<file path="src/hw/rtl/hrs_pkg.sv">
`timescale 1ns / 1ps

package hrs_pkg;

  // Window geometry
  localparam int WIN_DEPTH = 8;
  localparam int IDX_W     = $clog2(WIN_DEPTH);
  localparam int CNT_W     = $clog2(WIN_DEPTH + 1);

  // Score and divider widths
  localparam int SCORE_W = 7;
  localparam int DEN_W   = IDX_W + 7;
  localparam int NUM_W   = (((IDX_W + 15) > 20) ? (IDX_W + 15) : 20) + 1;
  localparam int STEP_W  = 3;

  localparam logic [SCORE_W-1:0] SCORE_MAX = 7'd100;

  // Scoring constants (raw fixed point units)
  localparam logic [15:0] WATER_CAP  = 16'd1920;
  localparam logic [15:0] SMOKE_CAP  = 16'd2400;
  localparam logic [11:0] TEMP_BASE  = 12'd480;
  localparam int          FLOOD_DEN  = 48;
  localparam int          FIRE_DEN   = 80;
  localparam int          WRISE_MUL  = 24;
  localparam int          SRISE_MUL  = 15;
  localparam int          TEMP_MUL   = 10;
  localparam int          FLAME_NUM  = 35 * FIRE_DEN;

  // Register indexes
  localparam logic [1:0] REG_FLOOD_THR = 2'd0;
  localparam logic [1:0] REG_FIRE_THR  = 2'd1;
  localparam logic [1:0] REG_POLL_THR  = 2'd2;

  // Hazard codes
  localparam logic [1:0] HAZ_NONE  = 2'd0;
  localparam logic [1:0] HAZ_FLOOD = 2'd1;
  localparam logic [1:0] HAZ_FIRE  = 2'd2;
  localparam logic [1:0] HAZ_POLL  = 2'd3;

  typedef struct packed {
    logic [15:0]      wrise;
    logic [15:0]      srise;
    logic [IDX_W-1:0] d;
  } rate_t;

  typedef struct packed {
    logic             start;
    logic [NUM_W-1:0] num;
    logic [DEN_W-1:0] den;
  } div_req_t;

  typedef struct packed {
    logic               done;
    logic [SCORE_W-1:0] quo;
  } div_rsp_t;

endpackage

</file>
<file path="src/hw/rtl/hrs_window.sv">
`timescale 1ns / 1ps

module hrs_window (
  input  logic           clk,
  input  logic           rst,
  input  logic           push,
  input  logic [15:0]    water_level,
  input  logic [15:0]    smoke_level,
  output hrs_pkg::rate_t rate
);

  logic [15:0] water_win [hrs_pkg::WIN_DEPTH];
  logic [15:0] smoke_win [hrs_pkg::WIN_DEPTH];
  logic [hrs_pkg::CNT_W-1:0] filled;
  logic full;
  logic [15:0] water_old;
  logic [15:0] smoke_old;

  assign full = (filled == hrs_pkg::CNT_W'(hrs_pkg::WIN_DEPTH));

  // Oldest entry once the new sample is in
  assign water_old = full ? water_win[1] : water_win[0];
  assign smoke_old = full ? smoke_win[1] : smoke_win[0];

  always_ff @(posedge clk) begin
    if (push) begin
      if (full) begin
        for (int i = 0; i < hrs_pkg::WIN_DEPTH - 1; i++) begin
          water_win[i] <= water_win[i+1];
          smoke_win[i] <= smoke_win[i+1];
        end
        water_win[hrs_pkg::WIN_DEPTH-1] <= water_level;
        smoke_win[hrs_pkg::WIN_DEPTH-1] <= smoke_level;
      end else begin
        water_win[filled[hrs_pkg::IDX_W-1:0]] <= water_level;
        smoke_win[filled[hrs_pkg::IDX_W-1:0]] <= smoke_level;
      end
    end
  end

  always_ff @(posedge clk) begin
    if (rst) begin
      filled     <= '0;
      rate.wrise <= '0;
      rate.srise <= '0;
      rate.d     <= hrs_pkg::IDX_W'(1);
    end else if (push) begin
      if (!full) begin
        filled <= filled + hrs_pkg::CNT_W'(1);
      end
      if (filled == '0) begin
        rate.wrise <= '0;
        rate.srise <= '0;
        rate.d     <= hrs_pkg::IDX_W'(1);
      end else begin
        rate.wrise <= (water_level > water_old) ? (water_level - water_old) : 16'd0;
        rate.srise <= (smoke_level > smoke_old) ? (smoke_level - smoke_old) : 16'd0;
        rate.d     <= full ? hrs_pkg::IDX_W'(hrs_pkg::WIN_DEPTH - 1)
                           : filled[hrs_pkg::IDX_W-1:0];
      end
    end
  end

endmodule

</file>
<file path="src/hw/rtl/hrs_div.sv">
`timescale 1ns / 1ps

module hrs_div (
  input  logic              clk,
  input  logic              rst,
  input  hrs_pkg::div_req_t req,
  output hrs_pkg::div_rsp_t rsp
);

  logic busy;
  logic done;
  logic [hrs_pkg::STEP_W-1:0]  step;
  logic [hrs_pkg::NUM_W-1:0]   rem;
  logic [hrs_pkg::DEN_W-1:0]   den;
  logic [hrs_pkg::SCORE_W-1:0] quo;
  logic [hrs_pkg::NUM_W-1:0]   shifted;
  logic fits;

  assign shifted = hrs_pkg::NUM_W'(den) << step;
  assign fits    = (rem >= shifted);

  always_ff @(posedge clk) begin
    if (rst) begin
      busy <= 1'b0;
      done <= 1'b0;
    end else begin
      done <= 1'b0;
      if (req.start) begin
        busy <= 1'b1;
        rem  <= req.num;
        den  <= req.den;
        step <= hrs_pkg::STEP_W'(hrs_pkg::SCORE_W);
        quo  <= '0;
      end else if (busy) begin
        if (step == hrs_pkg::STEP_W'(hrs_pkg::SCORE_W)) begin
          // quotient of 128 or more: saturate right away
          if (fits) begin
            quo  <= hrs_pkg::SCORE_MAX;
            busy <= 1'b0;
            done <= 1'b1;
          end else begin
            step <= step - hrs_pkg::STEP_W'(1);
          end
        end else begin
          if (fits) begin
            rem       <= rem - shifted;
            quo[step] <= 1'b1;
          end
          if (step == '0) begin
            busy <= 1'b0;
            done <= 1'b1;
          end else begin
            step <= step - hrs_pkg::STEP_W'(1);
          end
        end
      end
    end
  end

  assign rsp.done = done;
  assign rsp.quo  = (quo > hrs_pkg::SCORE_MAX) ? hrs_pkg::SCORE_MAX : quo;

endmodule

</file>
<file path="src/hw/rtl/windowed_hazard_risk_scorer.sv">
// A sample is taken only while idle. It is then scored by the shared restoring divider
// (one overflow check plus 7 quotient steps), which runs for flood, then for fire. The
// result waits while an earlier result still sits on a stalled receiver, and no new
// sample is taken until the result has moved into the result register.
// Reset (synchronous, active high) empties both windows, restores the thresholds to
// 50 / 45 / 40 and drops any pending result.
`timescale 1ns / 1ps

module windowed_hazard_risk_scorer (
  input  logic        clk,
  input  logic        rst,
  // sample channel
  input  logic        sample_valid,
  output logic        sample_stall,
  input  logic [15:0] water_level,
  input  logic [15:0] smoke_level,
  input  logic signed [11:0] temperature,
  input  logic        flame_seen,
  // result channel
  output logic        result_valid,
  input  logic        result_stall,
  output logic [6:0]  flood_score,
  output logic [6:0]  fire_score,
  output logic [6:0]  pollution_score,
  output logic        alert,
  output logic [1:0]  hazard_code,
  // configuration
  input  logic        cfg_write,
  input  logic [1:0]  cfg_index,
  input  logic [6:0]  cfg_data
);

  typedef enum logic [2:0] {
    S_IDLE,
    S_FLOOD,
    S_FLOOD_WAIT,
    S_FIRE,
    S_FIRE_WAIT,
    S_DONE
  } state_t;

  state_t state;

  // thresholds
  logic [6:0] flood_thr;
  logic [6:0] fire_thr;
  logic [6:0] poll_thr;

  // latched sample terms
  logic [10:0] wclip;
  logic [11:0] sclip;
  logic [10:0] tboost;
  logic        flame;
  logic [6:0]  poll;
  logic [6:0]  flood;
  logic [6:0]  fire;

  logic sample_xfer;
  logic [11:0] temp_diff;
  logic [10:0] smoke_div;

  hrs_pkg::rate_t    rate;
  hrs_pkg::div_req_t div_req;
  hrs_pkg::div_rsp_t div_rsp;

  logic [14:0] fire_sum;
  logic [hrs_pkg::NUM_W-1:0] flood_num;
  logic [hrs_pkg::NUM_W-1:0] fire_num;

  logic       alert_next;
  logic [1:0] code_next;

  assign sample_stall = (state != S_IDLE);
  assign sample_xfer  = sample_valid && !sample_stall;

  // Hold both sliding windows and derive the rise over the window at push time
  hrs_window u_window (
    .clk         (clk),
    .rst         (rst),
    .push        (sample_xfer),
    .water_level (water_level),
    .smoke_level (smoke_level),
    .rate        (rate)
  );

  // Shared divider, used for flood then fire
  hrs_div u_div (
    .clk (clk),
    .rst (rst),
    .req (div_req),
    .rsp (div_rsp)
  );

  assign temp_diff = temperature - $signed(hrs_pkg::TEMP_BASE);
  assign smoke_div = smoke_level[15:5];

  // Flood: (2*min(W,1920)*d + 24*wrise) / (48*d)
  assign flood_num = hrs_pkg::NUM_W'({wclip, 1'b0}) * hrs_pkg::NUM_W'(rate.d)
                   + hrs_pkg::NUM_W'(rate.wrise) * hrs_pkg::NUM_W'(hrs_pkg::WRISE_MUL);

  // Fire: ((2*min(S,2400) + 10*tboost + 2800*flame)*d + 15*srise) / (80*d)
  assign fire_sum  = 15'({sclip, 1'b0}) + 15'(tboost) * 15'(hrs_pkg::TEMP_MUL)
                   + (flame ? 15'(hrs_pkg::FLAME_NUM) : 15'd0);
  assign fire_num  = hrs_pkg::NUM_W'(fire_sum) * hrs_pkg::NUM_W'(rate.d)
                   + hrs_pkg::NUM_W'(rate.srise) * hrs_pkg::NUM_W'(hrs_pkg::SRISE_MUL);

  always_comb begin
    div_req.start = 1'b0;
    div_req.num   = flood_num;
    div_req.den   = hrs_pkg::DEN_W'(rate.d) * hrs_pkg::DEN_W'(hrs_pkg::FLOOD_DEN);
    case (state)
      S_FLOOD: begin
        div_req.start = 1'b1;
      end
      S_FIRE: begin
        div_req.start = 1'b1;
        div_req.num   = fire_num;
        div_req.den   = hrs_pkg::DEN_W'(rate.d) * hrs_pkg::DEN_W'(hrs_pkg::FIRE_DEN);
      end
      default: begin
      end
    endcase
  end

  // Hazard rules in order; a later rule that fires overrides the code
  always_comb begin
    alert_next = 1'b0;
    code_next  = hrs_pkg::HAZ_NONE;
    if (flood >= flood_thr) begin
      alert_next = 1'b1;
      code_next  = hrs_pkg::HAZ_FLOOD;
    end
    if (fire >= fire_thr && fire > flood) begin
      alert_next = 1'b1;
      code_next  = hrs_pkg::HAZ_FIRE;
    end
    if (poll >= poll_thr && poll > flood && poll > fire) begin
      alert_next = 1'b1;
      code_next  = hrs_pkg::HAZ_POLL;
    end
  end

  // Configuration writes; unknown indexes drop
  always_ff @(posedge clk) begin
    if (rst) begin
      flood_thr <= 7'd50;
      fire_thr  <= 7'd45;
      poll_thr  <= 7'd40;
    end else if (cfg_write) begin
      case (cfg_index)
        hrs_pkg::REG_FLOOD_THR: flood_thr <= cfg_data;
        hrs_pkg::REG_FIRE_THR:  fire_thr  <= cfg_data;
        hrs_pkg::REG_POLL_THR:  poll_thr  <= cfg_data;
        default: begin
        end
      endcase
    end
  end

  // Latch the per-sample terms on transfer
  always_ff @(posedge clk) begin
    if (sample_xfer) begin
      wclip  <= (water_level >= hrs_pkg::WATER_CAP) ? hrs_pkg::WATER_CAP[10:0]
                                                     : water_level[10:0];
      sclip  <= (smoke_level >= hrs_pkg::SMOKE_CAP) ? hrs_pkg::SMOKE_CAP[11:0]
                                                     : smoke_level[11:0];
      tboost <= (temperature > $signed(hrs_pkg::TEMP_BASE)) ? temp_diff[10:0] : 11'd0;
      flame  <= flame_seen;
      poll   <= (smoke_div > 11'(hrs_pkg::SCORE_MAX)) ? hrs_pkg::SCORE_MAX
                                                       : smoke_div[6:0];
    end
  end

  // Sequencer and result register
  always_ff @(posedge clk) begin
    if (rst) begin
      state        <= S_IDLE;
      result_valid <= 1'b0;
    end else begin
      if (result_valid && !result_stall && (state != S_DONE)) begin
        result_valid <= 1'b0;
      end
      case (state)
        S_IDLE: begin
          if (sample_xfer) begin
            state <= S_FLOOD;
          end
        end
        S_FLOOD: begin
          state <= S_FLOOD_WAIT;
        end
        S_FLOOD_WAIT: begin
          if (div_rsp.done) begin
            flood <= div_rsp.quo;
            state <= S_FIRE;
          end
        end
        S_FIRE: begin
          state <= S_FIRE_WAIT;
        end
        S_FIRE_WAIT: begin
          if (div_rsp.done) begin
            fire  <= div_rsp.quo;
            state <= S_DONE;
          end
        end
        S_DONE: begin
          // hold until the result register is free or being drained
          if (!result_valid || !result_stall) begin
            result_valid    <= 1'b1;
            flood_score     <= flood;
            fire_score      <= fire;
            pollution_score <= poll;
            alert           <= alert_next;
            hazard_code     <= code_next;
            state           <= S_IDLE;
          end
        end
        default: begin
          state <= S_IDLE;
        end
      endcase
    end
  end

endmodule
</file>
<file path="config.mk">
export PLATFORM = sky130hd
export DESIGN_NAME = windowed_hazard_risk_scorer
export DESIGN_NICKNAME = d
export VERILOG_FILES = /design/src/hw/rtl/hrs_pkg.sv /design/src/hw/rtl/hrs_window.sv /design/src/hw/rtl/hrs_div.sv /design/src/hw/rtl/windowed_hazard_risk_scorer.sv
export SDC_FILE = /design/constraint.sdc
export NUM_CORES = 1
export LEC_CHECK = 0
export ABC_CLOCK_PERIOD_IN_PS = 13600
export BUFFER_PORTS_ARGS = -buffer_cell sky130_fd_sc_hd__buf_2
export CAP_MARGIN = 20
export CORE_AREA = 2 2 292 294
export DETAILED_ROUTE_END_ITERATION = 6
export DIE_AREA = 0 0 294 296
export MAX_ROUTING_LAYER = met4
export SKIP_CTS_REPAIR_TIMING = 1
export SYNTH_ARGS = -nofsm -noshare
export SYNTH_HDL_FRONTEND = slang
export SYNTH_SLANG_ARGS = --single-unit
</file>
<file path="constraint.sdc">
create_clock -name clk -period 13.6 [get_ports clk]
set_clock_uncertainty 0.15 [all_clocks]
set_input_delay 3.4 -clock clk [delete_from_list [all_inputs] [get_ports clk]]
set_output_delay 3.4 -clock clk [all_outputs]
set_load 0.05 [all_outputs]
</file>
Yosys cells after proc, flatten, opt, wreduce, memory -nomap -nowiden
Memory sizes are Yosys's and may differ from the RTL's. Cells that the tools add are included.

Equal/unequal tests: 17. Reductions and logical operators: 35. Multipliers: 7. Muxes and demuxes: 55. Shift-type cells: 1. Magnitude comparators: 16. $add $sub $neg: 10. Bitwise operators: 4.

Operators by type and width (count): $mux 16 (6); $mux 21 (4); $mux 35 (1); $mux 7 (5); $mux 3 (11); $gt 16x16->1 (2); $reduce_or 16->1 (2); $sub 16x16->16 (2); $mux 31 (1); $mux 1 (24); $add 15x21->21 (1); $add 18x20->21 (1); $ge 21x21->1 (1); $ge 7x7->1 (3); $gt 7x7->1 (3); $shl 10x3->21 (1); $sub 21x21->21 (1); $mul 16x4->20 const B (1); $mul 15x3->18 (1); $mul 16x2->18 const B (1); $pmux 3 s6 (1); $ge 16x11->1 const B (1); $ge 16x12->1 const B (1); $add 13x15->15 (1); other kinds (40) (69).

RAM bits: 256. Register bits: 187. Output and inout bits: 26. Word-level logic and storage cells: 176. Memories: 2. Input port bits: 59.

Memory list: u_window.smoke_win (depth 8, bits a word 16, read ports 8, clocked after Yosys merged registers in 0, write ports 8, RTL line hrs_window.sv:13) `logic [15:0] smoke_win [hrs_pkg::WIN_DEPTH];`; u_window.water_win (depth 8, bits a word 16, read ports 8, clocked after Yosys merged registers in 0, write ports 8, RTL line hrs_window.sv:12) `logic [15:0] water_win [hrs_pkg::WIN_DEPTH];`.

Logic depth before layout (Yosys ltp)
Depth in word-level cells: 8. Gate-level depth with buffers: 36. Depth with buffers taken out: 36.

Cells and area by module
A second synthesis with hierarchy kept.

Cells, all modules: 2494. Area, all modules: 28398.5 um^2.

Modules (own cells, without submodules): hrs_window (sequential area each 8468.1 um^2, area an instance 13655.6 um^2, cells each 916, instances 1); windowed_hazard_risk_scorer (sequential area each 2902.8 um^2, area an instance 11373.4 um^2, cells each 1227, instances 1); hrs_div (sequential area each 1271.2 um^2, area an instance 3369.5 um^2, cells each 351, instances 1).

Worst setup path after synthesis
Ideal clock, no wire load.

Kind: register to register. From: register tboost[2]. To: register u_div.rem[19] (netlist bit) (data pin). Library setup time: 0.263 ns. Required time: 13.187 ns. Slack: 5.802 ns. Data arrival time: 7.386 ns. Period minus slack after synthesis: 7.798 ns. Buffers on the path: 0. Stages on the path, launching flop included: 36. Path through: edfxtp_1 -> ha_1 -> ha_1 -> a21o_1 -> a21oi_1 -> o21ai_0 -> a21oi_1 -> o21ai_0 -> a21oi_1 -> xnor2_1 -> fa_1 -> inv_1 -> ha_1 -> nand3_1 -> nand2_1 -> a41o_1 -> nor2_1 -> xnor2_1 -> nand2_1 -> fa_1 -> fa_1 -> inv_1 -> fa_1 -> inv_1 -> fa_1 -> inv_1 -> ha_1 -> and3_1 -> a221o_1 -> a21o_1 -> a31oi_1 -> o21ai_0 -> a21oi_1 -> xnor2_1 -> a21oi_1 -> o22ai_1.

Longest elaborated chain between the ends: 7.

RTL lines: from (decl) (RTL line windowed_hazard_risk_scorer.sv:52) `logic [10:0] tboost;`; from (signal assigned) (RTL line windowed_hazard_risk_scorer.sv:167) `tboost <= (temperature > $signed(hrs_pkg::TEMP_BASE)) ? temp_diff[10:0] : 11'd0;`; $mul 11x3->14 (RTL line windowed_hazard_risk_scorer.sv:102) `assign fire_sum = 15'({sclip, 1'b0}) + 15'(tboost) * 15'(hrs_pkg::TEMP_MUL)`; $add 13x15->15 (RTL line windowed_hazard_risk_scorer.sv:102); $add 15x12->15 (RTL line windowed_hazard_risk_scorer.sv:103) `+ (flame ? 15'(hrs_pkg::FLAME_NUM) : 15'd0);`; $mul 15x3->18 (RTL line windowed_hazard_risk_scorer.sv:104) `assign fire_num = hrs_pkg::NUM_W'(fire_sum) * hrs_pkg::NUM_W'(rate.d)`; $add 18x20->21 (RTL line windowed_hazard_risk_scorer.sv:105) `+ hrs_pkg::NUM_W'(rate.srise) * hrs_pkg::NUM_W'(hrs_pkg::SRISE_MUL);`; $mux 31 (RTL line windowed_hazard_risk_scorer.sv:111) `case (state)`; $mux 21 (RTL line hrs_div.sv:28) `if (req.start) begin`; to (signal assigned) (RTL line hrs_div.sv:30) `rem <= req.num;`; to (signal assigned) (RTL line hrs_div.sv:46) `rem <= rem - shifted;`; to (decl) (RTL line hrs_div.sv:13) `logic [hrs_pkg::NUM_W-1:0] rem;`.

No other way between the ends. A chain may end at the register's enable or synchronous reset.

Worst setup path after layout
Same ends and word-level chain as after synthesis.

==> qor.json <==
{
  "run_status": {
    "run_status": "complete, no violations"
  },
  "yosys": {
    "count_of_flip_flops_with_a_built_in_enable_after_synthesis": 373,
    "syn_avg_cell_area_sq_um": 11.64,
    "ys_seq_area_share_pct": 45.74,
    "synthesis.nets": 2714,
    "synth_largest_area_cell": "sky130_fd_sc_hd__edfxtp_1",
    "synth.ff_latch_count": 439,
    "postSynthCellCount": 2352,
    "netlist.area_leader.share_pct": 40.91,
    "netlist_area_sq_mm": 0.02738,
    "yosys-top-cells-area": "sky130_fd_sc_hd__edfxtp_1 41%, sky130_fd_sc_hd__ha_1 9.6%, sky130_fd_sc_hd__mux2_2 9.0%",
    "yosysWarnings": 0,
    "async_reset_ff_share_pct": 0,
    "synthFlopType": "sky130_fd_sc_hd__edfxtp_1",
    "yosysUniqueCellTypes": 83
  },
  "sta": {
    "rsz0062_at_grt": "no",
    "timing.final.hold_violations": 0,
    "post-route-period-util_pct": 61.96,
    "finalCriticalPeriod_ns": 8.427,
    "report.final.setup_viol": 0,
    "setup_tns_ns": 0,
    "number_of_pins_with_negative_max_slew_slack_in_the_final_report": 0,
    "max_clock_freq_mhz": 118.7,
    "slew-limit-headroom_pct": 26.44,
    "worstMarginPinSlew_ns": 1.103
  },
  "worst_setup_path": {
    "cp_max_fo": 5,
    "cp_slowest_stage_delay_ns": 0.53,
    "cell_at_the_slowest_stage_of_the_critical_path": "sky130_fd_sc_hd__fa_1",
    "required_ns": 13.77,
    "regToRegSetupSlack_ns": 5.17,
    "timing_worst_setup_path_type": "reg2reg",
    "crit_path_start_kind": "register",
    "end_kind": "register",
    "worst_ep_arrival_time_ns": 8.60
  },
  "grt": {
    "grt_pass1_wl_mm": 92.05,
    "maximum_number_of_pins_on_one_net_before_global_route_repair": 62,
    "grt_antenna_before_repair": 2,
    "first_global_vias": 17040,
    "grt.total_usage_pct": 13.39,
    "total_congestion_overflow_after_global_routing": 0
  },
  "detailed_routing": {
    "drt-pass1-iter-count": 5,
    "postRouteAntennaNets": 0,
    "detailed_route_wl_mm": 56.03,
    "detail_route.vias_per_cell": 4.798,
    "post_drt_wl_per_cell_um": 15.72,
    "remaining_routing_drc_violations": 0,
    "detail_route.iter0.violations": 971,
    "num_vias": 17100
  },
  "pwr": {
    "static-leakage-power_nw": 12.38,
    "vdd_drop_max_v": 0.0001255,
    "p_per_area_mw_per_mm2": 136.5,
    "finalPower_mw": 4.171
  },
  "layout": {
    "most-common-layout-cells": "373 x sky130_fd_sc_hd__edfxtp_1, 220 x sky130_fd_sc_hd__inv_1, 220 x sky130_fd_sc_hd__mux2_2, 211 x sky130_fd_sc_hd__ha_1, 148 x sky130_fd_sc_hd__nand2_1",
    "layout-area-overhead-vs-synth_pct": 11.64,
    "num-nets-final": 2795,
    "drive_above_1_share_pct": 17.40,
    "layout.cells.most_common": "sky130_fd_sc_hd__edfxtp_1"
  },
  "flow_run": {
    "cap_viol_max_count": 0
  },
  "floorplan": {
    "floorplan.initialDensity_pct": 32.51,
    "num_rows": 107,
    "core_region_area_sq_mm": 0.08421,
    "design.die.area_sq_mm": 0.08702,
    "top_level_ports": 85,
    "die-height_um": 296,
    "die_w_um": 294
  },
  "clock_network": {
    "number_of_cts_inserted_buffers": 48,
    "cts_num_sinks": 439,
    "clock_insertion_delay_worst_skew_ns": 0.59,
    "tritoncts": "built",
    "clockBufferDepth": 3,
    "clkSlewWorstSetupHoldPaths_ns": 0.06,
    "root_buffer": "sky130_fd_sc_hd__clkbuf_16",
    "h-tree-depth": 2
  },
  "place": {
    "hpwlAfterDp_mm": 42.48,
    "io_buffer_count": 84,
    "globalplace.congestion": 0.8338
  },
  "min_path": {
    "worstHoldPathType": "reg2reg"
  }
}
## state kept, by name, indices dropped and copies added, names as in the netlist, 11 cells and up
signal and count:
u_window.smoke_win 128, u_window.water_win 128, u_window.rate 35, u_div.rem 21, sclip 12, tboost 11
wclip 11
## final cells by class
class	instances	area (sq um)
fillers	8216	53640
multi-input cells	1608	13690
repair buffers	113	651.9
flip-flops and latches	439	12520
inverters	223	837.1
clock inverters	22	172.7
diodes	2	5.005
clock buffers	66	1319
well taps	1090	1364
## critical path: cells and delay by family, from the launching register on
family	cells	cell delay [ns]
xor+xnor	3	0.38
compound gates	14	2.68
flops	1	0.40
simple gates	5	0.59
buf+inv	4	0.19
fa+ha+maj	9	3.82
## routing by layer
metal | track usage [%] | part of all wire [%] | vias up
met5 | - | 0 | -
met4 | 2.924 | 2.0 | 0
met3 | 1.926 | 3.1 | 69
met2 | 22.28 | 48 | 183
met1 | 17.34 | 47 | 8231
li1 | - | - | 8612
## metrics by stage
stage	hold WS, ns	cells	worst slack, ns	instance area [sq um]	utilization, %
detailed placement	0.3310	3471	5.145	29040	34.49
finish	0.3387	3563	5.173	30570	36.30
CTS	0.3465	3559	5.133	30530	36.26
global route	0.3696	3563	4.586	30570	36.30
global placement	0.3236	3471	5.378	29040	34.49
floorplan	0.2764	2352	5.802	27380	-
## cell usage after synthesis, types with 5 or more instances
library cell                  n
sky130_fd_sc_hd__a211oi_1     9
sky130_fd_sc_hd__or3_1       11
sky130_fd_sc_hd__dfxtp_1     66
sky130_fd_sc_hd__nand2b_1    33
sky130_fd_sc_hd__xnor2_1     70
sky130_fd_sc_hd__nor2_1     138
sky130_fd_sc_hd__inv_1      220
sky130_fd_sc_hd__o21ai_1      5
sky130_fd_sc_hd__o41ai_1      5
sky130_fd_sc_hd__nand3_1     26
sky130_fd_sc_hd__ha_1       211
sky130_fd_sc_hd__o21ai_0     63
sky130_fd_sc_hd__a41o_1       5
sky130_fd_sc_hd__a2111oi_0    5
sky130_fd_sc_hd__o22ai_1      9
sky130_fd_sc_hd__a21o_1      44
sky130_fd_sc_hd__and2_1      52
sky130_fd_sc_hd__clkbuf_1    60
sky130_fd_sc_hd__and3_1      10
sky130_fd_sc_hd__buf_2       13
sky130_fd_sc_hd__buf_4        6
sky130_fd_sc_hd__mux2i_1     54
sky130_fd_sc_hd__nor3_1      28
sky130_fd_sc_hd__o21a_1      14
sky130_fd_sc_hd__nor2b_1     33
sky130_fd_sc_hd__mux2_2     220
sky130_fd_sc_hd__nand2_1    149
sky130_fd_sc_hd__o211ai_1    14
sky130_fd_sc_hd__o31ai_1      6
sky130_fd_sc_hd__o21bai_1    11
sky130_fd_sc_hd__fa_1        92
sky130_fd_sc_hd__or2_2        5
sky130_fd_sc_hd__a22oi_1     26
sky130_fd_sc_hd__nor4_1       5
sky130_fd_sc_hd__a21oi_1    119
sky130_fd_sc_hd__edfxtp_1   373
sky130_fd_sc_hd__xor2_1      36
sky130_fd_sc_hd__a31oi_1     12
sky130_fd_sc_hd__nand4_1     14
## path summary, 6_finish.rpt
| kind | start | to | cells after the start |
|---|---|---|---|
| worst min-delay path | fire_thr[0]$_SDFFE_PP1P_ | fire_thr[0]$_SDFFE_PP1P_ | 2 |
| worst min register to register | fire_thr[0]$_SDFFE_PP1P_ | fire_thr[0]$_SDFFE_PP1P_ | 2 |
| worst max-delay path | tboost[2]$_SDFFCE_PP0P_ | u_div.rem[19]$_DFFE_PP_ | 35 |
| worst max register to register | tboost[2]$_SDFFCE_PP0P_ | u_div.rem[19]$_DFFE_PP_ | 35 |
## power by group
part | switching [mW] | total [mW] | leakage, nW | internal, mW
combinational | 0.799 | 1.38 | 7.74 | 0.583
sequential | 0.0362 | 1.55 | 3.92 | 1.52
clock | 0.535 | 1.24 | 0.728 | 0.701
## cell families after synthesis
group                    count (synthesis)  share of synthesized area, %
buffers and inverters                  305                         4.328
adder cells (fa/ha/maj)                303                         16.37
AND/OR/NAND/NOR                        533                         9.670
XOR/XNOR                               106                         3.391
multiplexers                           275                         11.06
flip-flops                             439                         45.74
AO/OA/AOI/OAI                          391                         9.437
Power figures use the tool's default switching activity.
